### src/crd_pkg.sv
// ----------------------------------------------------------------------------
// crd_pkg
// Shared types and constants for the card reader reply deframer.
// ----------------------------------------------------------------------------
package crd_pkg;

  // reply bytes
  localparam logic [7:0] ESC_BYTE   = 8'h1b;
  localparam logic [7:0] ACK_CODE   = 8'h30;
  localparam logic [7:0] FRAME_CODE = 8'h73;
  localparam logic [7:0] SEP2_CODE  = 8'h02;
  localparam logic [7:0] SEP3_CODE  = 8'h03;

  // input item kinds carried on tuser
  localparam logic REQ_BYTE    = 1'b0;
  localparam logic REQ_TIMEOUT = 1'b1;

  // result kinds
  typedef enum logic [2:0] {
    KIND_ACK   = 3'd0,
    KIND_TRK   = 3'd1,
    KIND_EMPTY = 3'd2,
    KIND_BAD   = 3'd3,
    KIND_UNK   = 3'd4
  } kind_e;

  // command from parser to emitter
  typedef enum logic {
    CMD_SINGLE = 1'b0,
    CMD_DUMP   = 1'b1
  } cmd_op_e;

  typedef struct packed {
    cmd_op_e    op;
    kind_e      kind;
    logic [7:0] data;
    logic       last;
  } cmd_t;

  // bit order reversal of one byte
  function automatic logic [7:0] rev8(input logic [7:0] b);
    logic [7:0] r;
    for (int i = 0; i < 8; i++) begin
      r[i] = b[7-i];
    end
    return r;
  endfunction

endpackage

### src/crd_front.sv
// ----------------------------------------------------------------------------
// crd_front
// Reply parser: walks the frame layout one beat at a time, stores track-2
// bytes and issues commands for the emitter.
// ----------------------------------------------------------------------------
module crd_front import crd_pkg::*; #(
  parameter int MAX_TRACK_LEN = 20
) (
  input  logic                                clk_i,
  input  logic                                rst_ni,
  input  logic                                in_valid_i,
  output logic                                in_ready_o,
  input  logic                                in_timeout_i,
  input  logic [7:0]                          in_byte_i,
  // command queue side
  input  logic                                q_full_i,
  output logic                                push_o,
  output cmd_t                                push_cmd_o,
  output logic [$clog2(MAX_TRACK_LEN+1)-1:0]  push_len_o,
  input  logic                                dump_done_i,
  // track-2 store write port
  output logic                                wr_en_o,
  output logic [((MAX_TRACK_LEN > 1) ? $clog2(MAX_TRACK_LEN) : 1)-1:0] wr_addr_o,
  output logic [7:0]                          wr_data_o
);

  localparam int LW = $clog2(MAX_TRACK_LEN + 1);
  localparam int AW = (MAX_TRACK_LEN > 1) ? $clog2(MAX_TRACK_LEN) : 1;
  localparam logic [7:0] MaxLenB = 8'(MAX_TRACK_LEN);

  typedef enum logic [15:0] {
    PH_HUNT  = 16'h0001,
    PH_CODE  = 16'h0002,
    PH_HDR1  = 16'h0004,
    PH_HDR2  = 16'h0008,
    PH_LEN1  = 16'h0010,
    PH_DAT1  = 16'h0020,
    PH_SEP1A = 16'h0040,
    PH_SEP1B = 16'h0080,
    PH_LEN2  = 16'h0100,
    PH_DAT2  = 16'h0200,
    PH_SEP2A = 16'h0400,
    PH_SEP2B = 16'h0800,
    PH_LEN3  = 16'h1000,
    PH_DAT3  = 16'h2000,
    PH_TAIL1 = 16'h4000,
    PH_TAIL2 = 16'h8000
  } phase_e;

  phase_e        phase_q, phase_d;
  logic [LW-1:0] cnt_q, cnt_d;
  logic [LW-1:0] len1_q, len1_d;
  logic [LW-1:0] len2_q, len2_d;
  logic [LW-1:0] len3_q, len3_d;
  logic [7:0]    prev_q, prev_d;
  logic          pend_q, pend_d;

  logic          acc;
  logic          bad;
  logic [LW-1:0] cnt_inc;
  logic [LW-1:0] b_len;

  // stall while a frame dump still reads the store or the command queue is full
  assign in_ready_o = !q_full_i && !pend_q;
  assign acc        = in_valid_i && in_ready_o;
  assign cnt_inc    = cnt_q + LW'(1);
  assign b_len      = in_byte_i[LW-1:0];

  assign wr_addr_o  = cnt_q[AW-1:0];
  assign wr_data_o  = in_byte_i;

  // phase walk
  always_comb begin
    phase_d    = phase_q;
    cnt_d      = cnt_q;
    len1_d     = len1_q;
    len2_d     = len2_q;
    len3_d     = len3_q;
    prev_d     = prev_q;
    pend_d     = pend_q;
    bad        = 1'b0;
    push_o     = 1'b0;
    push_cmd_o = '{op: CMD_SINGLE, kind: KIND_ACK, data: 8'h00, last: 1'b0};
    push_len_o = len2_q;
    wr_en_o    = 1'b0;

    if (dump_done_i) begin
      pend_d = 1'b0;
    end

    if (acc) begin
      if (in_timeout_i == REQ_TIMEOUT) begin
        phase_d = PH_HUNT;
        cnt_d   = '0;
        prev_d  = 8'h00;
      end else begin
        prev_d = in_byte_i;
        unique case (phase_q)
          PH_HUNT: begin
            if (in_byte_i == ESC_BYTE) phase_d = PH_CODE;
          end
          PH_CODE: begin
            if (in_byte_i == ACK_CODE) begin
              push_o  = 1'b1;
              phase_d = PH_HUNT;
            end else if (in_byte_i == FRAME_CODE) begin
              phase_d = PH_HDR1;
            end else begin
              push_o          = 1'b1;
              push_cmd_o.kind = KIND_UNK;
              push_cmd_o.data = in_byte_i;
              phase_d         = PH_HUNT;
            end
          end
          PH_HDR1: phase_d = PH_HDR2;
          PH_HDR2: phase_d = PH_LEN1;
          PH_LEN1, PH_LEN2, PH_LEN3: begin
            if (in_byte_i > MaxLenB) begin
              push_o          = 1'b1;
              push_cmd_o.kind = KIND_BAD;
              phase_d         = PH_HUNT;
            end else begin
              cnt_d = '0;
              if (phase_q == PH_LEN1) begin
                len1_d  = b_len;
                phase_d = (in_byte_i == 8'h00) ? PH_SEP1A : PH_DAT1;
              end else if (phase_q == PH_LEN2) begin
                len2_d  = b_len;
                phase_d = (in_byte_i == 8'h00) ? PH_SEP2A : PH_DAT2;
              end else begin
                len3_d  = b_len;
                phase_d = (in_byte_i == 8'h00) ? PH_TAIL1 : PH_DAT3;
              end
            end
          end
          PH_DAT1: begin
            cnt_d = cnt_inc;
            if (cnt_inc >= len1_q) phase_d = PH_SEP1A;
          end
          PH_DAT2: begin
            wr_en_o = 1'b1;
            cnt_d   = cnt_inc;
            if (cnt_inc >= len2_q) phase_d = PH_SEP2A;
          end
          PH_DAT3: begin
            cnt_d = cnt_inc;
            if (cnt_inc >= len3_q) phase_d = PH_TAIL1;
          end
          PH_SEP1A: begin
            if (in_byte_i == ESC_BYTE) begin
              phase_d = PH_SEP1B;
            end else if (in_byte_i == SEP2_CODE && prev_q == ESC_BYTE && len1_q != '0) begin
              // separator came one byte early, last data byte was its escape
              len1_d  = len1_q - LW'(1);
              phase_d = PH_LEN2;
            end else begin
              bad     = 1'b1;
              phase_d = PH_HUNT;
            end
          end
          PH_SEP2A: begin
            if (in_byte_i == ESC_BYTE) begin
              phase_d = PH_SEP2B;
            end else if (in_byte_i == SEP3_CODE && prev_q == ESC_BYTE && len2_q != '0) begin
              len2_d  = len2_q - LW'(1);
              phase_d = PH_LEN3;
            end else begin
              bad     = 1'b1;
              phase_d = PH_HUNT;
            end
          end
          PH_SEP1B: begin
            if (in_byte_i == SEP2_CODE) begin
              phase_d = PH_LEN2;
            end else begin
              bad     = 1'b1;
              phase_d = PH_HUNT;
            end
          end
          PH_SEP2B: begin
            if (in_byte_i == SEP3_CODE) begin
              phase_d = PH_LEN3;
            end else begin
              bad     = 1'b1;
              phase_d = PH_HUNT;
            end
          end
          PH_TAIL1: phase_d = PH_TAIL2;
          PH_TAIL2: begin
            push_o = 1'b1;
            if (len2_q == '0) begin
              push_cmd_o.kind = KIND_EMPTY;
              push_cmd_o.last = 1'b1;
            end else begin
              push_cmd_o.op   = CMD_DUMP;
              push_cmd_o.kind = KIND_TRK;
              pend_d          = 1'b1;
            end
            phase_d = PH_HUNT;
          end
          default: phase_d = PH_HUNT;
        endcase
        if (bad) begin
          push_o          = 1'b1;
          push_cmd_o.kind = KIND_BAD;
        end
      end
    end
  end

  // state registers
  always_ff @(posedge clk_i or negedge rst_ni) begin
    if (!rst_ni) begin
      phase_q <= PH_HUNT;
      cnt_q   <= '0;
      len1_q  <= '0;
      len2_q  <= '0;
      len3_q  <= '0;
      prev_q  <= 8'h00;
      pend_q  <= 1'b0;
    end else begin
      phase_q <= phase_d;
      cnt_q   <= cnt_d;
      len1_q  <= len1_d;
      len2_q  <= len2_d;
      len3_q  <= len3_d;
      prev_q  <= prev_d;
      pend_q  <= pend_d;
    end
  end

endmodule

### src/crd_cmd_fifo.sv
// ----------------------------------------------------------------------------
// crd_cmd_fifo
// Two-entry command queue between parser and emitter.
// ----------------------------------------------------------------------------
module crd_cmd_fifo import crd_pkg::*; #(
  parameter int LW = 5
) (
  input  logic          clk_i,
  input  logic          rst_ni,
  input  logic          push_i,
  input  cmd_t          push_cmd_i,
  input  logic [LW-1:0] push_len_i,
  output logic          full_o,
  input  logic          pop_i,
  output logic          empty_o,
  output cmd_t          pop_cmd_o,
  output logic [LW-1:0] pop_len_o
);

  cmd_t          cmd_q [2];
  logic [LW-1:0] len_q [2];
  logic          wr_ptr_q, rd_ptr_q;
  logic [1:0]    cnt_q;

  assign full_o    = (cnt_q == 2'd2);
  assign empty_o   = (cnt_q == 2'd0);
  assign pop_cmd_o = cmd_q[rd_ptr_q];
  assign pop_len_o = len_q[rd_ptr_q];

  // entry storage
  always_ff @(posedge clk_i) begin
    if (push_i) begin
      cmd_q[wr_ptr_q] <= push_cmd_i;
      len_q[wr_ptr_q] <= push_len_i;
    end
  end

  // pointers and fill count
  always_ff @(posedge clk_i or negedge rst_ni) begin
    if (!rst_ni) begin
      wr_ptr_q <= 1'b0;
      rd_ptr_q <= 1'b0;
      cnt_q    <= 2'd0;
    end else begin
      if (push_i) wr_ptr_q <= !wr_ptr_q;
      if (pop_i)  rd_ptr_q <= !rd_ptr_q;
      cnt_q <= cnt_q + 2'(push_i) - 2'(pop_i);
    end
  end

  a_no_overflow: assert property (@(posedge clk_i) disable iff (!rst_ni)
    !(push_i && full_o))
    else $error("command pushed into full queue");

  a_no_underflow: assert property (@(posedge clk_i) disable iff (!rst_ni)
    !(pop_i && empty_o))
    else $error("command popped from empty queue");

  a_count_range: assert property (@(posedge clk_i) disable iff (!rst_ni)
    cnt_q != 2'd3)
    else $error("queue fill count out of range");

endmodule

### src/crd_back.sv
// ----------------------------------------------------------------------------
// crd_back
// Result emitter: holds the track-2 store, turns commands into result beats
// and drives the output register.
// ----------------------------------------------------------------------------
module crd_back import crd_pkg::*; #(
  parameter int MAX_TRACK_LEN = 20
) (
  input  logic                                clk_i,
  input  logic                                rst_ni,
  // command queue side
  input  logic                                q_empty_i,
  output logic                                pop_o,
  input  cmd_t                                pop_cmd_i,
  input  logic [$clog2(MAX_TRACK_LEN+1)-1:0]  pop_len_i,
  output logic                                dump_done_o,
  // track-2 store write port
  input  logic                                wr_en_i,
  input  logic [((MAX_TRACK_LEN > 1) ? $clog2(MAX_TRACK_LEN) : 1)-1:0] wr_addr_i,
  input  logic [7:0]                          wr_data_i,
  // result stream
  output logic                                out_valid_o,
  input  logic                                out_ready_i,
  output kind_e                               out_kind_o,
  output logic [7:0]                          out_data_o,
  output logic                                out_last_o
);

  localparam int LW = $clog2(MAX_TRACK_LEN + 1);
  localparam int AW = (MAX_TRACK_LEN > 1) ? $clog2(MAX_TRACK_LEN) : 1;

  typedef enum logic [2:0] {
    ST_IDLE = 3'b001,
    ST_READ = 3'b010,
    ST_EMIT = 3'b100
  } state_e;

  logic [7:0]    mem [MAX_TRACK_LEN];
  logic [7:0]    rd_q;

  state_e        state_q, state_d;
  logic [LW-1:0] idx_q, idx_d;
  logic [LW-1:0] len_q, len_d;
  logic          ov_q, ov_d;
  kind_e         okind_q, okind_d;
  logic [7:0]    odata_q, odata_d;
  logic          olast_q, olast_d;
  logic          out_free;
  logic          is_last;

  assign out_free    = !ov_q || out_ready_i;
  assign is_last     = (idx_q == len_q - LW'(1));
  assign out_valid_o = ov_q;
  assign out_kind_o  = okind_q;
  assign out_data_o  = odata_q;
  assign out_last_o  = olast_q;

  // track-2 store, registered read
  always_ff @(posedge clk_i) begin
    if (wr_en_i) mem[wr_addr_i] <= wr_data_i;
    rd_q <= mem[idx_q[AW-1:0]];
  end

  // command sequencing
  always_comb begin
    state_d     = state_q;
    idx_d       = idx_q;
    len_d       = len_q;
    ov_d        = ov_q && !out_ready_i;
    okind_d     = okind_q;
    odata_d     = odata_q;
    olast_d     = olast_q;
    pop_o       = 1'b0;
    dump_done_o = 1'b0;

    unique case (state_q)
      ST_IDLE: begin
        if (!q_empty_i && out_free) begin
          pop_o = 1'b1;
          if (pop_cmd_i.op == CMD_DUMP) begin
            idx_d   = '0;
            len_d   = pop_len_i;
            state_d = ST_READ;
          end else begin
            ov_d    = 1'b1;
            okind_d = pop_cmd_i.kind;
            odata_d = pop_cmd_i.data;
            olast_d = pop_cmd_i.last;
          end
        end
      end
      ST_READ: state_d = ST_EMIT;
      ST_EMIT: begin
        if (out_free) begin
          ov_d    = 1'b1;
          okind_d = KIND_TRK;
          odata_d = rev8(rd_q);
          olast_d = is_last;
          if (is_last) begin
            dump_done_o = 1'b1;
            state_d     = ST_IDLE;
          end else begin
            idx_d   = idx_q + LW'(1);
            state_d = ST_READ;
          end
        end
      end
      default: state_d = ST_IDLE;
    endcase
  end

  // output payload
  always_ff @(posedge clk_i) begin
    okind_q <= okind_d;
    odata_q <= odata_d;
    olast_q <= olast_d;
    len_q   <= len_d;
  end

  // control registers
  always_ff @(posedge clk_i or negedge rst_ni) begin
    if (!rst_ni) begin
      state_q <= ST_IDLE;
      idx_q   <= '0;
      ov_q    <= 1'b0;
    end else begin
      state_q <= state_d;
      idx_q   <= idx_d;
      ov_q    <= ov_d;
    end
  end

  a_idx_in_range: assert property (@(posedge clk_i) disable iff (!rst_ni)
    (state_q == ST_EMIT) |-> (idx_q < len_q))
    else $error("dump index past track length");

  a_done_to_idle: assert property (@(posedge clk_i) disable iff (!rst_ni)
    dump_done_o |=> (state_q == ST_IDLE))
    else $error("emitter not idle after dump");

  a_no_pop_in_dump: assert property (@(posedge clk_i) disable iff (!rst_ni)
    pop_o |-> (state_q == ST_IDLE))
    else $error("command popped during dump");

endmodule

### src/card_reader_response_deframer_core.sv
// ----------------------------------------------------------------------------
// card_reader_response_deframer_core
// Card reader reply deframer: parser front, command queue, emitter back.
// ----------------------------------------------------------------------------
// result path: a result passes through the command queue and then the m_axis output
//   register; track-2 bytes also pass the registered store read first
// throughput: one input beat per cycle; input stalls while a frame dump is
//   pending or the two-entry command queue is full
// frame dump: each track-2 byte is read in ST_READ, then emitted in ST_EMIT, before the next is read
// reset: rst_ni async active low clears parser, queue and emitter control;
//   the track-2 store is not cleared and is always written before it is read
module card_reader_response_deframer_core import crd_pkg::*; #(
  parameter int MAX_TRACK_LEN = 20
) (
  input  logic       clk_i,
  input  logic       rst_ni,
  input  logic       s_axis_tvalid,
  output logic       s_axis_tready,
  input  logic [7:0] s_axis_tdata,   // [7:0] rx_byte
  input  logic [0:0] s_axis_tuser,   // [0] req_type
  output logic       m_axis_tvalid,
  input  logic       m_axis_tready,
  output logic [7:0] m_axis_tdata,   // [7:0] data
  output logic [2:0] m_axis_tuser,   // [2:0] kind
  output logic       m_axis_tlast    // last
);

  localparam int LW = $clog2(MAX_TRACK_LEN + 1);
  localparam int AW = (MAX_TRACK_LEN > 1) ? $clog2(MAX_TRACK_LEN) : 1;

  logic          q_full, q_empty;
  logic          push, pop;
  cmd_t          push_cmd, pop_cmd;
  logic [LW-1:0] push_len, pop_len;
  logic          dump_done;
  logic          wr_en;
  logic [AW-1:0] wr_addr;
  logic [7:0]    wr_data;
  kind_e         out_kind;

  // parser
  crd_front #(.MAX_TRACK_LEN(MAX_TRACK_LEN)) u_front (
    .clk_i       (clk_i),
    .rst_ni      (rst_ni),
    .in_valid_i  (s_axis_tvalid),
    .in_ready_o  (s_axis_tready),
    .in_timeout_i(s_axis_tuser[0]),
    .in_byte_i   (s_axis_tdata),
    .q_full_i    (q_full),
    .push_o      (push),
    .push_cmd_o  (push_cmd),
    .push_len_o  (push_len),
    .dump_done_i (dump_done),
    .wr_en_o     (wr_en),
    .wr_addr_o   (wr_addr),
    .wr_data_o   (wr_data)
  );

  // command queue
  crd_cmd_fifo #(.LW(LW)) u_fifo (
    .clk_i     (clk_i),
    .rst_ni    (rst_ni),
    .push_i    (push),
    .push_cmd_i(push_cmd),
    .push_len_i(push_len),
    .full_o    (q_full),
    .pop_i     (pop),
    .empty_o   (q_empty),
    .pop_cmd_o (pop_cmd),
    .pop_len_o (pop_len)
  );

  // emitter
  crd_back #(.MAX_TRACK_LEN(MAX_TRACK_LEN)) u_back (
    .clk_i      (clk_i),
    .rst_ni     (rst_ni),
    .q_empty_i  (q_empty),
    .pop_o      (pop),
    .pop_cmd_i  (pop_cmd),
    .pop_len_i  (pop_len),
    .dump_done_o(dump_done),
    .wr_en_i    (wr_en),
    .wr_addr_i  (wr_addr),
    .wr_data_i  (wr_data),
    .out_valid_o(m_axis_tvalid),
    .out_ready_i(m_axis_tready),
    .out_kind_o (out_kind),
    .out_data_o (m_axis_tdata),
    .out_last_o (m_axis_tlast)
  );

  assign m_axis_tuser = out_kind;

endmodule

### config.mk
export PLATFORM = sky130hd
export DESIGN_NAME = card_reader_response_deframer_core
export DESIGN_NICKNAME = d
export VERILOG_FILES = /design/src/crd_pkg.sv /design/src/crd_front.sv /design/src/crd_cmd_fifo.sv /design/src/crd_back.sv /design/src/card_reader_response_deframer_core.sv
export SDC_FILE = /design/constraint.sdc
export NUM_CORES = 1
export LEC_CHECK = 0
export ABC_AREA = 0
export BUFFER_PORTS_ARGS = -buffer_cell sky130_fd_sc_hd__buf_2
export CORE_ASPECT_RATIO = 0.6
export CORE_MARGIN = 1.5
export CORE_UTILIZATION = 55
export CTS_CLUSTER_DIAMETER = 150
export DETAILED_ROUTE_END_ITERATION = 10
export PLACE_DENSITY = 0.83
export SYNTH_ARGS = -nofsm -noshare
export SYNTH_HDL_FRONTEND = slang
export SYNTH_SLANG_ARGS = --single-unit
### constraint.sdc
create_clock -name clk_i -period 4.3 [get_ports clk_i]
set_clock_uncertainty 0.15 [all_clocks]
set_input_delay 0.43 -clock clk_i [delete_from_list [all_inputs] [get_ports clk_i]]
set_output_delay 0.43 -clock clk_i [all_outputs]
set_load 0.02 [all_outputs]
## Word level (Yosys, flattened, before mapping)

Memory sizes are Yosys's and may differ from the RTL's. A register that Yosys moved wholly into a read port is not among the register bits.
Cells that the tools add are included.

| cells by class | value |
|---|---|
| add/subtract/negate cells | 7 |
| $lt $le $gt $ge | 4 |
| equality and inequality tests | 45 |
| multiplexer cells | 107 |
| bitwise operators | 4 |
| reduce and logical (&&, ||, !) cells | 36 |

Operators by type and width:

| operator | number |
|---|---|
| $pmux W16 S13 | 1 |
| $mux W16 | 10 |
| $mux W5 | 15 |
| $mux W13 | 4 |
| $mux W1 | 41 |
| $mux W8 | 5 |
| $pmux W5 S2 | 4 |
| $mux W11 | 3 |
| $mux W3 | 9 |
| $mux W9 | 2 |
| $pmux W3 S3 | 2 |
| $eq A16 B1 Y1 const B | 1 |
| $eq A16 B10 Y1 const B | 1 |
| $eq A16 B11 Y1 const B | 1 |
| $eq A16 B12 Y1 const B | 1 |
| $eq A16 B13 Y1 const B | 1 |
| $eq A16 B14 Y1 const B | 1 |
| $eq A16 B15 Y1 const B | 1 |
| $eq A16 B16 Y1 const B | 1 |
| $eq A16 B2 Y1 const B | 1 |
| $eq A16 B3 Y1 const B | 1 |
| $eq A16 B4 Y1 const B | 1 |
| $eq A16 B5 Y1 const B | 1 |
| $eq A16 B6 Y1 const B | 1 |
| 47 further kinds | 94 |

| storage, ports and cells | value |
|---|---|
| register bits | 70 |
| bits in writable memories | 196 |
| output and inout bits | 14 |
| logic and storage cells | 222 |
| memories kept | 3 |

Memory list:

| name | words | bits a word | read ports | clocked after memory_dff | wr ports | line | source |
|---|---|---|---|---|---|---|---|
| u_back.mem | 20 | 8 | 1 | 1 | 1 | crd_back.sv:38 | `logic [7:0] mem [MAX_TRACK_LEN];` |
| u_fifo.cmd_q | 2 | 13 | 1 | 0 | 1 | crd_cmd_fifo.sv:20 | `cmd_t cmd_q [2];` |
| u_fifo.len_q | 2 | 5 | 1 | 1 | 1 | crd_cmd_fifo.sv:21 | `logic [LW-1:0] len_q [2];` |

## Longest topological paths before layout

Gate-level depths: netlist (run 1).

| logic depth | value |
|---|---|
| depth after elaboration | 13 |
| depth in mapped cells | 14 |

## By module

Synthesis (run 1) repeated with hierarchy kept, for this count alone.

| unflattened totals | value |
|---|---|
| cells, all modules | 878 |
| area, all modules | 12,839.8 µm² |

Modules (own cells, without submodules):

| module | instances | cells each | area each (µm²) | sequential area each (µm²) |
|---|---|---|---|---|
| crd_back | 1 | 415 | 7,764.9 | 5,701.7 |
| crd_front | 1 | 392 | 3,529.6 | 1,127.3 |
| crd_cmd_fifo | 1 | 71 | 1,545.2 | 1,181.1 |

## Worst setup path after synthesis (run 1)

OpenSTA, ideal clock, no wires.

| timing path | value |
|---|---|
| kind | flip-flop to flip-flop |
| start | reg u_front.phase_q[11] |
| end | mem u_fifo.cmd_q[0][0] (netlist name), enable pin |
| arrival | 2,866 ps |
| data required time | 3,755 ps |
| setup slack | 889 ps |
| cell stages (with the launch flop) | 8 |
| path buffers | 1 |
| clock period less this slack | 3,411 ps |
| path through | dfrtp_1 buf_2 or4b_2 or2_1 o22ai_1 a221oi_1 a21oi_1 nor2b_1 |

| between the ends | value |
|---|---|
| cells in the longest elaborated chain, start to end | 9 |
| elaborated cells on any way between the ends | 19 |
| classes of those cells | eq/ne (9); mux (9); reduce/logical (1) |

RTL lines:

| element | line | source |
|---|---|---|
| from (decl) | crd_front.sv:50 | `phase_e phase_q, phase_d;` |
| from (signal assigned) | crd_front.sv:222 | `phase_q <= phase_d;` |
| $eq A16 B12 Y1 (tied with other cells) | crd_front.sv:98 | `unique case (phase_q)` |
| $pmux W1 S4 | crd_front.sv:98 |  |
| $mux W1 | crd_front.sv:92 | `if (in_timeout_i == REQ_TIMEOUT) begin` |
| $mux W1 | crd_front.sv:91 | `if (acc) begin` |
| $mux W1 * | crd_front.sv:203 | `if (bad) begin` |
| $mux W1 * | crd_front.sv:92 |  |
| $mux W1 * | crd_front.sv:91 |  |
| $mux W1 * | crd_cmd_fifo.sv:32 | `if (push_i) begin` |
| $mux W1 (implied by the code) * | crd_cmd_fifo.sv:33 | `cmd_q[wr_ptr_q] <= push_cmd_i;` |
| to (decl) | crd_cmd_fifo.sv:20 |  |

Mark *: on every way between the ends. The rest lies on a longest branch, timed or not. The select of a mux whose other input is x is not followed.

## Final worst setup path (run 1)

| timing path | value |
|---|---|
| start | reg u_front.phase_q[1] |
| end | reg u_fifo.cnt_q[1] |

| between the ends | value |
|---|---|
| cells in the longest elaborated chain, start to end | 9 |
| elaborated cells on any way between the ends | 19 |
| classes of those cells | add/sub (2); eq/ne (9); mux (7); reduce/logical (1) |

RTL lines:

| element | line | source |
|---|---|---|
| $eq A16 B12 Y1 (tied with other cells) | crd_front.sv:98 |  |
| $pmux W1 S4 | crd_front.sv:98 |  |
| $mux W1 | crd_front.sv:92 |  |
| $mux W1 | crd_front.sv:91 |  |
| $mux W1 * | crd_front.sv:203 |  |
| $mux W1 * | crd_front.sv:92 |  |
| $mux W1 * | crd_front.sv:91 |  |
| $add A2 B1 Y2 * | crd_cmd_fifo.sv:47 | `cnt_q <= cnt_q + 2'(push_i) - 2'(pop_i);` |
| $sub A2 B1 Y2 * | crd_cmd_fifo.sv:47 |  |
| to (signal assigned) | crd_cmd_fifo.sv:47 |  |
| to (decl) | crd_cmd_fifo.sv:23 | `logic [1:0] cnt_q;` |

Marks and branches as above.
A chain may end at the register's enable or synchronous reset.

==> results of run 1 <==
## stage by stage
stage | worst slack [ps] | std cells | util, % | instance area, sq um
2_1_floorplan | 889 | 903 | - | 12400
3_3_place_gp | 724 | 1199 | 58.4 | 12900
3_5_place_dp | 619 | 1199 | 58.4 | 12900
4_1_cts | 781 | 1245 | 62.6 | 13800
5_1_grt | 472 | 1246 | 62.6 | 13800
6_report | 660 | 1246 | 62.6 | 13800
## flip-flops by register name (all words and copies together) (netlist names), 8 cells and up
signal and flops:
u_back.mem 160, u_back.out_data_o 8, u_front.phase_q 16, u_fifo.cmd_q 26
u_back.rd_q 8, u_fifo.len_q 10, u_front.prev_q 8
## where the power goes
group	internal [W]	switching [W]	leakage, nW	total, W
clock network	0.00151	0.000969	0.457	0.00248
registers	0.00309	0.000157	2.77	0.00325
logic	0.000451	0.000623	1.69	0.00107
total	0.00506	0.00175	4.91	0.00680
## cell families (layout without fill, tap and decap cells)
logic type,Yosys count,after routing,share of synthesized area (%)
mux,93,93,10.4
compound gates,138,138,7.27
fa+ha+maj,27,27,2.73
xor+xnor,20,20,1.41
buf+inv,75,131,2.56
simple gates,271,271,11.0
other cells,0,1,0
flops,279,279,64.6
## repair_timing
item	CTS	global route
resized for setup	0	0
hold endpoints to repair	30	0
hold buffers	1	0
## worst max-delay path, stage by stage (launching register included)
cell and delay [ps]:
dfrtp_1 450, nor3_2 470, nand4_1 320, or2_1 490
o22ai_1 230, a221oi_1 220, a21oi_1 340, inv_1 80
ha_1 280, inv_1 40, ha_1 190, xnor2_1 170
xnor2_1 130
## cell type report
cell class | instances | share of cell area, %
Multi-Input combinational cell | 549 | 29.4
Timing Repair Buffer | 51 | 2.32
Antenna cell | 1 | 0.0181
Sequential cell | 279 | 58.0
Tap cell | 286 | 2.59
Inverter | 35 | 0.951
Clock buffer | 32 | 5.08
Clock inverter | 13 | 1.60
## per-layer routing
layer	track usage, %	up-vias	wire (um)
li1	-	3486	-
met1	38.4	3845	13100
met2	34.3	354	11700
met3	6.29	41	2640
met4	5.10	2	480
met5	0	-	13
## final timing paths
| check | from | endpoint | depth (start not counted) |
|---|---|---|---|
| worst max-delay path | u_front.phase_q[1] | u_fifo.cnt_q[1] | 12 |
| worst min-delay path | s_axis_tdata[3] | u_front.len3_q[3] | 3 |
| worst max register to register | u_front.phase_q[1] | u_fifo.cnt_q[1] | 12 |
| worst min register to register | u_front.prev_q[3] | u_front.prev_q[3] | 2 |
| max in group asynchronous | rst_ni | u_front.push_len_o[1] | 3 |
| min in group asynchronous | rst_ni | u_front.phase_q[7] | 2 |
## cells in the final DEF (no fill, tap or decap), types with 3 or more instances in the layout
cell type and count:
o21a_1 3, and2_1 10, clkbuf_16 25, a21o_1 3
nor2_1 64, dfxtp_1 8, nor2b_1 13, bufinv_16 6
o221ai_1 24, a21oi_1 20, ha_1 27, nor3_1 21
nor3b_1 6, clkbuf_8 5, o21ai_0 53, xnor2_1 11
nor4b_1 4, mux2i_1 45, inv_1 34, nand3_1 9
nand2_1 90, mux2_2 15, o22ai_1 3, edfxtp_1 213
or3_1 3, clkinv_2 4, mux4_2 24, xor2_1 9
buf_2 26, nand4_1 13, nand2b_1 8, mux2_4 9
nor4_1 9, dfrtp_1 55, o211ai_1 5, a211oi_1 6
and3_1 5, buf_4 24
==> metrics.md, run 1 <==
| Metric | Value |
|---|---|
| Number of buffers created by CTS | `25` |
| IR drop worst, VDD | `0.281 mV` |
| Final Hold Slack | `118 ps` |
| Top-count cell post-synth | `edfxtp_1` |
| Initial core utilization | `56.2%` |
| Ports | `27` |
| Asr flop ratio synth | `20.8%` |
| Root buf cell | `clkbuf_16` |
| Routed Wire Length | `27.9 mm` |
| Post-synth EDFFs | `213` |
| Share of cells above drive strength 1 | `16.2%` |
| Slew @ Worst Pin | `994 ps` |
| Setup Fix Bufs, Post-CTS | `0` |
| CTS tree | `done` |
| Avg Inst Size Synth | `13.7 sq um` |
| First-pass GRT wire length | `43.1 mm` |
| Slew Limit Fails | `0` |
| DR iter-0 viols | `1091` |
| Filler cell count | `1597` |
| Synth area leaders | `edfxtp_1 52%, dfrtp_1 11%, mux4_2 4.4%` |
| Synth unique cells | `67` |
| Crit end category | `flop` |
| F_max | `275 MHz` |
| Flip-flop and latch count after synthesis | `279` |
| Synth Net Count | `943` |
| Drt wl/cell | `22.4 um` |
| Reg area | `8010 sq um` |
| Cell Area, Synth | `12400 sq um` |
| Vias/cell | `6.20` |
| 1st-pass router iterations | `5` |
| Leakage | `4.91 nW` |
| Die Area | `23500 sq um` |
| HPWL Detailed | `18.4 mm` |
| Multi-input gate area | `4070 sq um` |
| Final Net Count | `981` |
| Sequential fraction of the synthesis area | `64.6%` |
| Arrival time worst endpoint | `3930 ps` |
| Final setup TNS | `0 ps` |
| Slew headroom | `33.5%` |
| GP Congestion | `0.877` |
| Min-Delay Path Class | `in -> reg` |
| Hold Fails Final Rpt | `0` |
| Final period utilization | `84.6%` |
| Outcome | `complete, no violations` |
| DR vias | `7728` |
| Synth cell count leaders | `213 x edfxtp_1, 90 x nand2_1, 64 x nor2_1, 56 x dfrtp_1, 53 x o21ai_0` |
| Number of global-route vias before repair | `7418` |
| CORE AREA | `22100 sq um` |
| Top-area cell type share of the netlist area | `51.6%` |
| Reg2reg setup slack | `660 ps` |
| CP required | `4590 ps` |
| Synthesized instance count | `903` |
| Clock transition at path regs | `70 ps` |
| Die width | `197 um` |
| PortBufs | `26` |
| RSZ-0062 raised after global routing | `no` |
| Num rows | `42` |
| Max-cap violations | `0` |
| Yosys warnings | `0` |
| Final setup fails | `0` |
| # H-tree levels | `1` |
| Period minus WS final | `3640 ps` |
| Crit path kind | `reg -> reg` |
| Clock latency on the worst-skew pair | `530 ps` |
| Crit Path Max Fanout | `12` |
| Initial antenna violation count | `2` |
| Critical path launch point type | `flop` |
| CTS max path bufs | `3` |
| Top FF cell, synth | `edfxtp_1` |
| # DRC | `0` |
| Total Routing Usage GR | `24.4%` |
| Final ANT Viol Nets | `0` |
| Cell taking the most area after synthesis | `edfxtp_1` |
| CTS Sinks | `279` |
| Total power | `0.00680 W` |
| Area grow syn2layout | `11.5%` |
| Gr ovfl total | `0` |
| PwrDens | `492 nW/um^2` |
| Largest net degree at the start of global routing | `46` |
| Die H | `119 um` |
Power figures use the tool's default switching activity.
==> run 2, diff against run 1 <==
--- a/config.mk
+++ b/config.mk
@@ -12,7 +12,7 @@
 export CORE_UTILIZATION = 55
 export CTS_CLUSTER_DIAMETER = 150
 export DETAILED_ROUTE_END_ITERATION = 10
-export PLACE_DENSITY = 0.83
+export PLACE_DENSITY = 0.86
 export SYNTH_ARGS = -nofsm -noshare
 export SYNTH_HDL_FRONTEND = slang
 export SYNTH_SLANG_ARGS = --single-unit
==> constraint.sdc (replaced) <==
create_clock -name clk_i -period 3.2 [get_ports clk_i]
set_clock_uncertainty 0.15 [all_clocks]
set_input_delay 0.32 -clock clk_i [delete_from_list [all_inputs] [get_ports clk_i]]
set_output_delay 0.32 -clock clk_i [all_outputs]
set_load 0.02 [all_outputs]
==> run 2 against run 1 <==
Combinational power rose by 50%; routed wire length grew 6.8%; worst setup slack got worse by 630 ps; clock power rose by 30%; final cell count is 3.6% higher; first-iteration DRC count is 24% lower; utilization grew 1.7 points; worst hold slack worse by 55 ps; total power up 35%.
==> metrics.md, run 2 (synthesis results as in run 1) <==
| Metric | Value |
|---|---|
| # DRC | `0 (unchanged)` |
| CTS Sinks | `279 (unchanged)` |
| Crit path to | `u_fifo.cnt_q[1] (unchanged)` |
| Filler cell count | `1532 (was 1597)` |
| Largest Register | `u_back.mem (unchanged)` |
| Num rows | `42 (unchanged)` |
| # H-tree levels | `1 (unchanged)` |
| IR drop worst, VDD | `0.375 mV (was 0.281 mV)` |
| Final setup fails | `0 (unchanged)` |
| Most common cell after layout, fill and taps aside | `edfxtp_1 (unchanged)` |
| Gr ovfl total | `0 (unchanged)` |
| Outcome | `complete, no violations (unchanged)` |
| Slew Limit Fails | `0 (unchanged)` |
| 1st-pass router iterations | `8 (was 5)` |
| Slew @ Worst Pin | `959 ps (was 994 ps)` |
| Final ANT Viol Nets | `0 (unchanged)` |
| Max-cap violations | `0 (unchanged)` |
| Clock transition at path regs | `70 ps (about the same)` |
| Hold Fails Final Rpt | `0 (unchanged)` |
| Reg2reg setup slack | `30 ps (was 660 ps)` |
| Die H | `119 um (unchanged)` |
| Area grow syn2layout | `14.4% (was 11.5%)` |
| Leakage | `5.14 nW (was 4.91 nW)` |
| Final period utilization | `99.2% (was 84.6%)` |
| PwrDens | `646 nW/um^2 (was 492 nW/um^2)` |
| Number of global-route vias before repair | `7796 (was 7418)` |
| Largest net degree at the start of global routing | `41 (was 46)` |
| DR iter-0 viols | `834 (was 1091)` |
| Min-Delay Path Class | `in -> reg (unchanged)` |
| Share of cells above drive strength 1 | `20.7% (was 16.2%)` |
| First-pass GRT wire length | `45.6 mm (was 43.1 mm)` |
| Worst R2R Path Depth | `12 (unchanged)` |
| PortBufs | `26 (unchanged)` |
| Crit path kind | `reg -> reg (unchanged)` |
| Max reg flops | `160 (unchanged)` |
| Crit end category | `flop (unchanged)` |
| Fin area | `14200 sq um (was 13800 sq um)` |
| Number of buffers created by CTS | `25 (unchanged)` |
| Initial antenna violation count | `2 (unchanged)` |
| HPWL Detailed | `20.2 mm (was 18.4 mm)` |
| Drt wl/cell | `23.1 um (was 22.4 um)` |
| Final setup TNS | `0 ps (unchanged)` |
| CP required | `3490 ps (was 4590 ps)` |
| Total Routing Usage GR | `26.0% (was 24.4%)` |
| CTS tree | `done (unchanged)` |
| Initial core utilization | `56.2% (unchanged)` |
| Crit. Startpoint | `u_front.prev_q[5] (was u_front.phase_q[1])` |
| Die Area | `23500 sq um (unchanged)` |
| Final Net Count | `1026 (was 981)` |
| Slew headroom | `36.0% (was 33.5%)` |
| Die width | `197 um (unchanged)` |
| CTS max path bufs | `3 (unchanged)` |
| Period minus WS final | `3170 ps (was 3640 ps)` |
| DR vias | `8104 (was 7728)` |
| GP Congestion | `0.954 (was 0.877)` |
| CORE AREA | `22100 sq um (unchanged)` |
| Worst reg2reg endpoint | `u_fifo.cnt_q[1] (unchanged)` |
| Largest registers | `u_back.mem x160, u_fifo.cmd_q x26, u_front.phase_q x16 (unchanged)` |
| Reg area | `8010 sq um (unchanged)` |
| Most frequent cells in the layout | `213 x edfxtp_1, 89 x nand2_1, 67 x buf_4 (was 213 x edfxtp_1, 90 x nand2_1, 64 x nor2_1)` |
| Vias/cell | `6.28 (was 6.20)` |
| Routed Wire Length | `29.8 mm (was 27.9 mm)` |
| Multi-input gate area | `4110 sq um (was 4070 sq um)` |
| Clock latency on the worst-skew pair | `530 ps (about the same)` |
| Ports | `27 (unchanged)` |
| Critical path launch point type | `flop (unchanged)` |
| Launch point of the worst reg-to-reg path | `u_front.prev_q[5] (was u_front.phase_q[1])` |
| F_max | `315 MHz (was 275 MHz)` |
| Placed cell areas | `13200 sq um (was 12900 sq um)` |
| Root buf cell | `clkbuf_16 (unchanged)` |
| Arrival time worst endpoint | `3470 ps (was 3930 ps)` |
| Crit Path Max Fanout | `4 (was 12)` |
-- run 2: cell types whose count changed in the layout (fill, tap and decap cells not counted), sizes merged --
| cell | delta |
|---|---|
| buf | +45 |
| clkinv | +5 |
| clkbuf | -7 |
| clkinvlp | +2 |
-- run 2: worst min-delay path by stage --
stage	startpoint	cells past startpoint	endpoint	slack, ps
after floorplan	rst_ni	0	u_back.idx_q[0]	-130
after global placement	u_front.prev_q[3]	2	u_front.prev_q[3]	310
after detailed placement	u_front.prev_q[4]	2	u_front.prev_q[4]	320
after CTS	m_axis_tready	3	u_back.out_valid_o	50
after global routing	s_axis_tdata[1]	2	u_back.mem[9][1]	80
final	m_axis_tready	3	u_back.out_valid_o	60
-- run 2: metrics by stage --
step | worst slack [ps] | instances | total power (W) | util, % | hold slack [ps]
2_1_floorplan | 107 | 903 | 0.00545 | - | -126
3_3_place_gp | 178 | 1243 | 0.00592 | 60.0 | 311
3_5_place_dp | 90.2 | 1243 | 0.00597 | 60.0 | 324
4_1_cts | 39.9 | 1289 | 0.00918 | 64.0 | 46.9
5_1_grt | -86.1 | 1290 | 0.00948 | 64.2 | 76.9
6_report | 25.9 | 1291 | 0.00916 | 64.3 | 63.2
-- run 2: final cells by class --
| cell class | count | share of cell area, % |
|---|---|---|
| sequential | 279 | 56.5 |
| multi-input combinational | 549 | 29.0 |
| timing repair buffer | 96 | 4.82 |
| clock buffer | 25 | 4.41 |
| tap | 286 | 2.52 |
| clock inverter | 20 | 1.83 |
| inverter | 35 | 0.926 |
| antenna | 1 | 0.0176 |
-- run 2: routing by layer --
metal	up-vias	part of all wire (%)	GRT usage, %
li1	3570	-	-
met5	-	0.044	0
met1	3992	43	38.5
met4	2	2.4	5.77
met2	473	43	38.8
met3	67	12	7.02
-- run 2: repair_timing --
item	in CTS	in global routing
endpoints found under the setup margin	0	19
gates resized for setup	0	8
hold buffers	1	0
hold endpoints to repair	37	0
buffers inserted	0	1
-- run 2: critical path, stage by stage, from the launching register on --
cell and delay [ps]:
dfrtp_1 390, nor4b_1 310, nand4_1 280, nor3b_1 480, o22ai_2 190, a221oi_2 420
a21oi_2 120, inv_1 80, ha_1 220, inv_1 60, ha_1 150, xnor2_1 130
xnor2_1 130
-- run 2: report_power, final --
part           total, W  switching, W  internal (W)
Sequential      0.00432      0.000164       0.00415
Clock           0.00323       0.00132       0.00192
Combinational   0.00161      0.000952      0.000661
Total           0.00916       0.00243       0.00673
==> run 3, diff against run 2 <==
--- a/config.mk
+++ b/config.mk
@@ -8,11 +8,12 @@
 export ABC_AREA = 0
 export BUFFER_PORTS_ARGS = -buffer_cell sky130_fd_sc_hd__buf_2
 export CORE_ASPECT_RATIO = 0.6
-export CORE_MARGIN = 1.5
+export CORE_MARGIN = 2
 export CORE_UTILIZATION = 55
 export CTS_CLUSTER_DIAMETER = 150
 export DETAILED_ROUTE_END_ITERATION = 10
 export PLACE_DENSITY = 0.86
+export SLEW_MARGIN = 20
 export SYNTH_ARGS = -nofsm -noshare
 export SYNTH_HDL_FRONTEND = slang
 export SYNTH_SLANG_ARGS = --single-unit
==> run 3 against run 2 <==
Sequential share of layout area decreased by 0.18 points; utilization increased by 0.22 points; worst hold slack got worse by 31 ps; flip-flop and latch count unchanged; register-to-register slack improved by 97 ps; global-route usage decreased by 1.1 points; final cell count increased by 0.15%; sequential power about the same; die area increased by 1.4%; critical endpoint unchanged; highest routed layer is now met4.
==> metrics.md, run 3 (synthesis results as in run 1) <==
| Metric | Value |
|---|---|
| Final period utilization | `96.1% (was 99.2%)` |
| Final ANT Viol Nets | `0 (unchanged)` |
| Internal Power | `0.00674 W (was 0.00673 W)` |
| Clock transition at path regs | `70 ps (about the same)` |
| Max-cap violations | `0 (unchanged)` |
| DR vias | `7965 (was 8104)` |
| Period minus WS final | `3080 ps (was 3170 ps)` |
| Top delay family on crit path | `simple AND/OR/NAND/NOR gates (unchanged)` |
| IR drop worst, VDD | `0.506 mV (was 0.375 mV)` |
| Share of cells above drive strength 1 | `20.6% (was 20.7%)` |
| Largest net degree at the start of global routing | `39 (was 41)` |
| Final setup fails | `0 (unchanged)` |
| GP Congestion | `0.911 (was 0.954)` |
| Initial core utilization | `56.2% (unchanged)` |
| Ports | `27 (unchanged)` |
| Largest registers | `u_back.mem x160, u_fifo.cmd_q x26, u_front.phase_q x16 (unchanged)` |
| Clock latency on the worst-skew pair | `540 ps (was 530 ps)` |
| Critical-path top delay cell | `or4b_2 (was nor3b_1)` |
| Largest Register | `u_back.mem (unchanged)` |
| Initial antenna violation count | `0 (was 2)` |
| Slew @ Worst Pin | `978 ps (was 959 ps)` |
| Slew headroom | `34.8% (was 36.0%)` |
| Crit Path Max Fanout | `3 (was 4)` |
| Leakage | `5.16 nW (was 5.14 nW)` |
| Outcome | `complete, no violations (unchanged)` |
| Biggest cell delay along the critical path | `720 ps (was 480 ps)` |
| Num rows | `42 (unchanged)` |
| Final setup TNS | `0 ps (unchanged)` |
| Slew Limit Fails | `0 (unchanged)` |
| Die H | `120 um (was 119 um)` |
| Max reg flops | `160 (unchanged)` |
| Buffers & Inverters on Critical Path | `2 (unchanged)` |
| Arrival time worst endpoint | `3400 ps (was 3470 ps)` |
| Die Area | `23800 sq um (was 23500 sq um)` |
| Hold Fails Final Rpt | `0 (unchanged)` |
| Psw | `0.00246 W (was 0.00243 W)` |
| Root buf cell | `clkbuf_16 (unchanged)` |
| Crit path cell chain | `or4b_2, or2_1, o22ai_1, a221oi_2, a21oi_2, inv_1, ha_1, inv_1, ha_1, xnor2_1, xnor2_1 (was nor4b_1, nand4_1, nor3b_1, o22ai_2, a221oi_2, a21oi_2, inv_1, ha_1, inv_1, ha_1, xnor2_1, xnor2_1)` |
| Most common cell after layout, fill and taps aside | `edfxtp_1 (unchanged)` |
| Critical path launch point type | `flop (unchanged)` |
| # DRC | `0 (unchanged)` |
| Gr ovfl total | `0 (unchanged)` |
| Routed Wire Length | `28.8 mm (was 29.8 mm)` |
| Clk pwr share | `35.7% (was 35.3%)` |
| Min-Delay Path Class | `in -> reg (unchanged)` |
| 1st-pass router iterations | `5 (was 8)` |
| CP required | `3520 ps (was 3490 ps)` |
| Vias/cell | `6.16 (was 6.28)` |
| CTS tree | `done (unchanged)` |
| First-pass GRT wire length | `44.5 mm (was 45.6 mm)` |
| Combinational cell fraction of total power | `17.0% (was 17.6%)` |
| CORE AREA | `22100 sq um (unchanged)` |
| F_max | `325 MHz (was 315 MHz)` |
| Net Sw Frac | `26.7% (was 26.6%)` |
| Total Routing Usage GR | `24.9% (was 26.0%)` |
| Sequential share of power | `47.3% (was 47.1%)` |
| Number of global-route vias before repair | `7723 (was 7796)` |
| Most frequent cells in the layout | `213 x edfxtp_1, 90 x nand2_1, 67 x buf_4 (was 213 x edfxtp_1, 89 x nand2_1, 67 x buf_4)` |
| PortBufs | `26 (unchanged)` |
| HPWL Detailed | `20.2 mm (about the same)` |
| Filler cell count | `1560 (was 1532)` |
| PwrDens | `646 nW/um^2 (about the same)` |
| DR iter-0 viols | `927 (was 834)` |
| Drt wl/cell | `22.3 um (was 23.1 um)` |
| Crit end category | `flop (unchanged)` |
| Number of buffers created by CTS | `25 (unchanged)` |
| # H-tree levels | `1 (unchanged)` |
| CTS Sinks | `279 (unchanged)` |
| Diode count | `0 (was 1)` |
| CTS max path bufs | `3 (unchanged)` |
| Final WS setup | `123 ps (was 25.9 ps)` |
| Crit path kind | `reg -> reg (unchanged)` |
| Die width | `198 um (was 197 um)` |
| Final Net Count | `1028 (was 1026)` |
| Area grow syn2layout | `14.8% (was 14.4%)` |
| Setup WS pre-CTS | `57.7 ps (was 90.2 ps)` |
| RSZ-0062 raised after global routing | `no` |
## run 3: per-layer routing
metal / up-vias / track usage, % / wire, um / share of wire [%]
met4: 0 / 4.23 / 436 / 1.5
met3: 34 / 5.61 / 3270 / 11
met1: 3941 / 39.4 / 12900 / 45
li1: 3567 / - / - / -
met2: 423 / 35.9 / 12200 / 42
met5: - / 0 / 0 / 0
## run 3: power by group through the flow
stage,logic [W],clock network (W),registers [W]
final,0.00156,0.00329,0.00435
after global routing,0.00169,0.00345,0.00438
after detailed placement,0.00154,0,0.00442
after CTS,0.00155,0.00331,0.00435
after floorplan,0.00105,0,0.00440
after global placement,0.00150,0,0.00441
## run 3: worst paths after layout
| kind | endpoint | cells after the start | startpoint | slack [ps] |
|---|---|---|---|---|
| worst min-delay path | u_front.prev_q[3] | 3 | s_axis_tdata[3] | 30 |
| worst max register to register | u_fifo.cnt_q[1] | 11 | u_front.phase_q[7] | 120 |
| max in group asynchronous | u_front.len3_q[3] | 3 | rst_ni | 1710 |
| min in group asynchronous | u_back.idx_q[0] | 2 | rst_ni | 300 |
| worst min register to register | u_front.prev_q[4] | 2 | u_front.prev_q[4] | 340 |
| worst max-delay path | u_fifo.cnt_q[1] | 11 | u_front.phase_q[7] | 120 |
## run 3: worst reg2reg max path, stage by stage, from the launching register on
cell and delay [ps]:
dfrtp_1 410, or4b_2 720, or2_1 280, o22ai_1 230, a221oi_2 150, a21oi_2 180
inv_1 80, ha_1 280, inv_1 40, ha_1 190, xnor2_1 170, xnor2_1 140
## run 3: what timing repair did
item                                    4_1_cts  5_1_grt
hold endpoints to repair                     37        0
endpoints found under the setup margin        0        1
gates resized for setup                       0        4
hold buffers                                  2        0
setup buffers                                 0        1
## run 3: per-stage QoR
| stage | instances | power (W) | hold WS (ps) | utilization (%) | cell area [sq um] |
|---|---|---|---|---|---|
| global route | 1293 | 0.00951 | 37.3 | 64.5 | 14200 |
| global placement | 1244 | 0.00591 | 313 | 60.1 | 13300 |
| floorplan | 903 | 0.00545 | -126 | - | 12400 |
| detailed placement | 1244 | 0.00596 | 322 | 60.1 | 13300 |
| CTS | 1292 | 0.00921 | 11.0 | 64.3 | 14200 |
| finish | 1293 | 0.00920 | 32.1 | 64.5 | 14200 |
## run 3: area by class of cell
cell class	count	area (sq um)	area share (%)
well taps	286	358	2.51
clock buffers	32	747	5.25
clock inverters	14	176	1.24
inverters	35	131	0.923
multi-input cells	549	4090	28.7
repair buffers	98	713	5.01
flip-flops and latches	279	8020	56.3
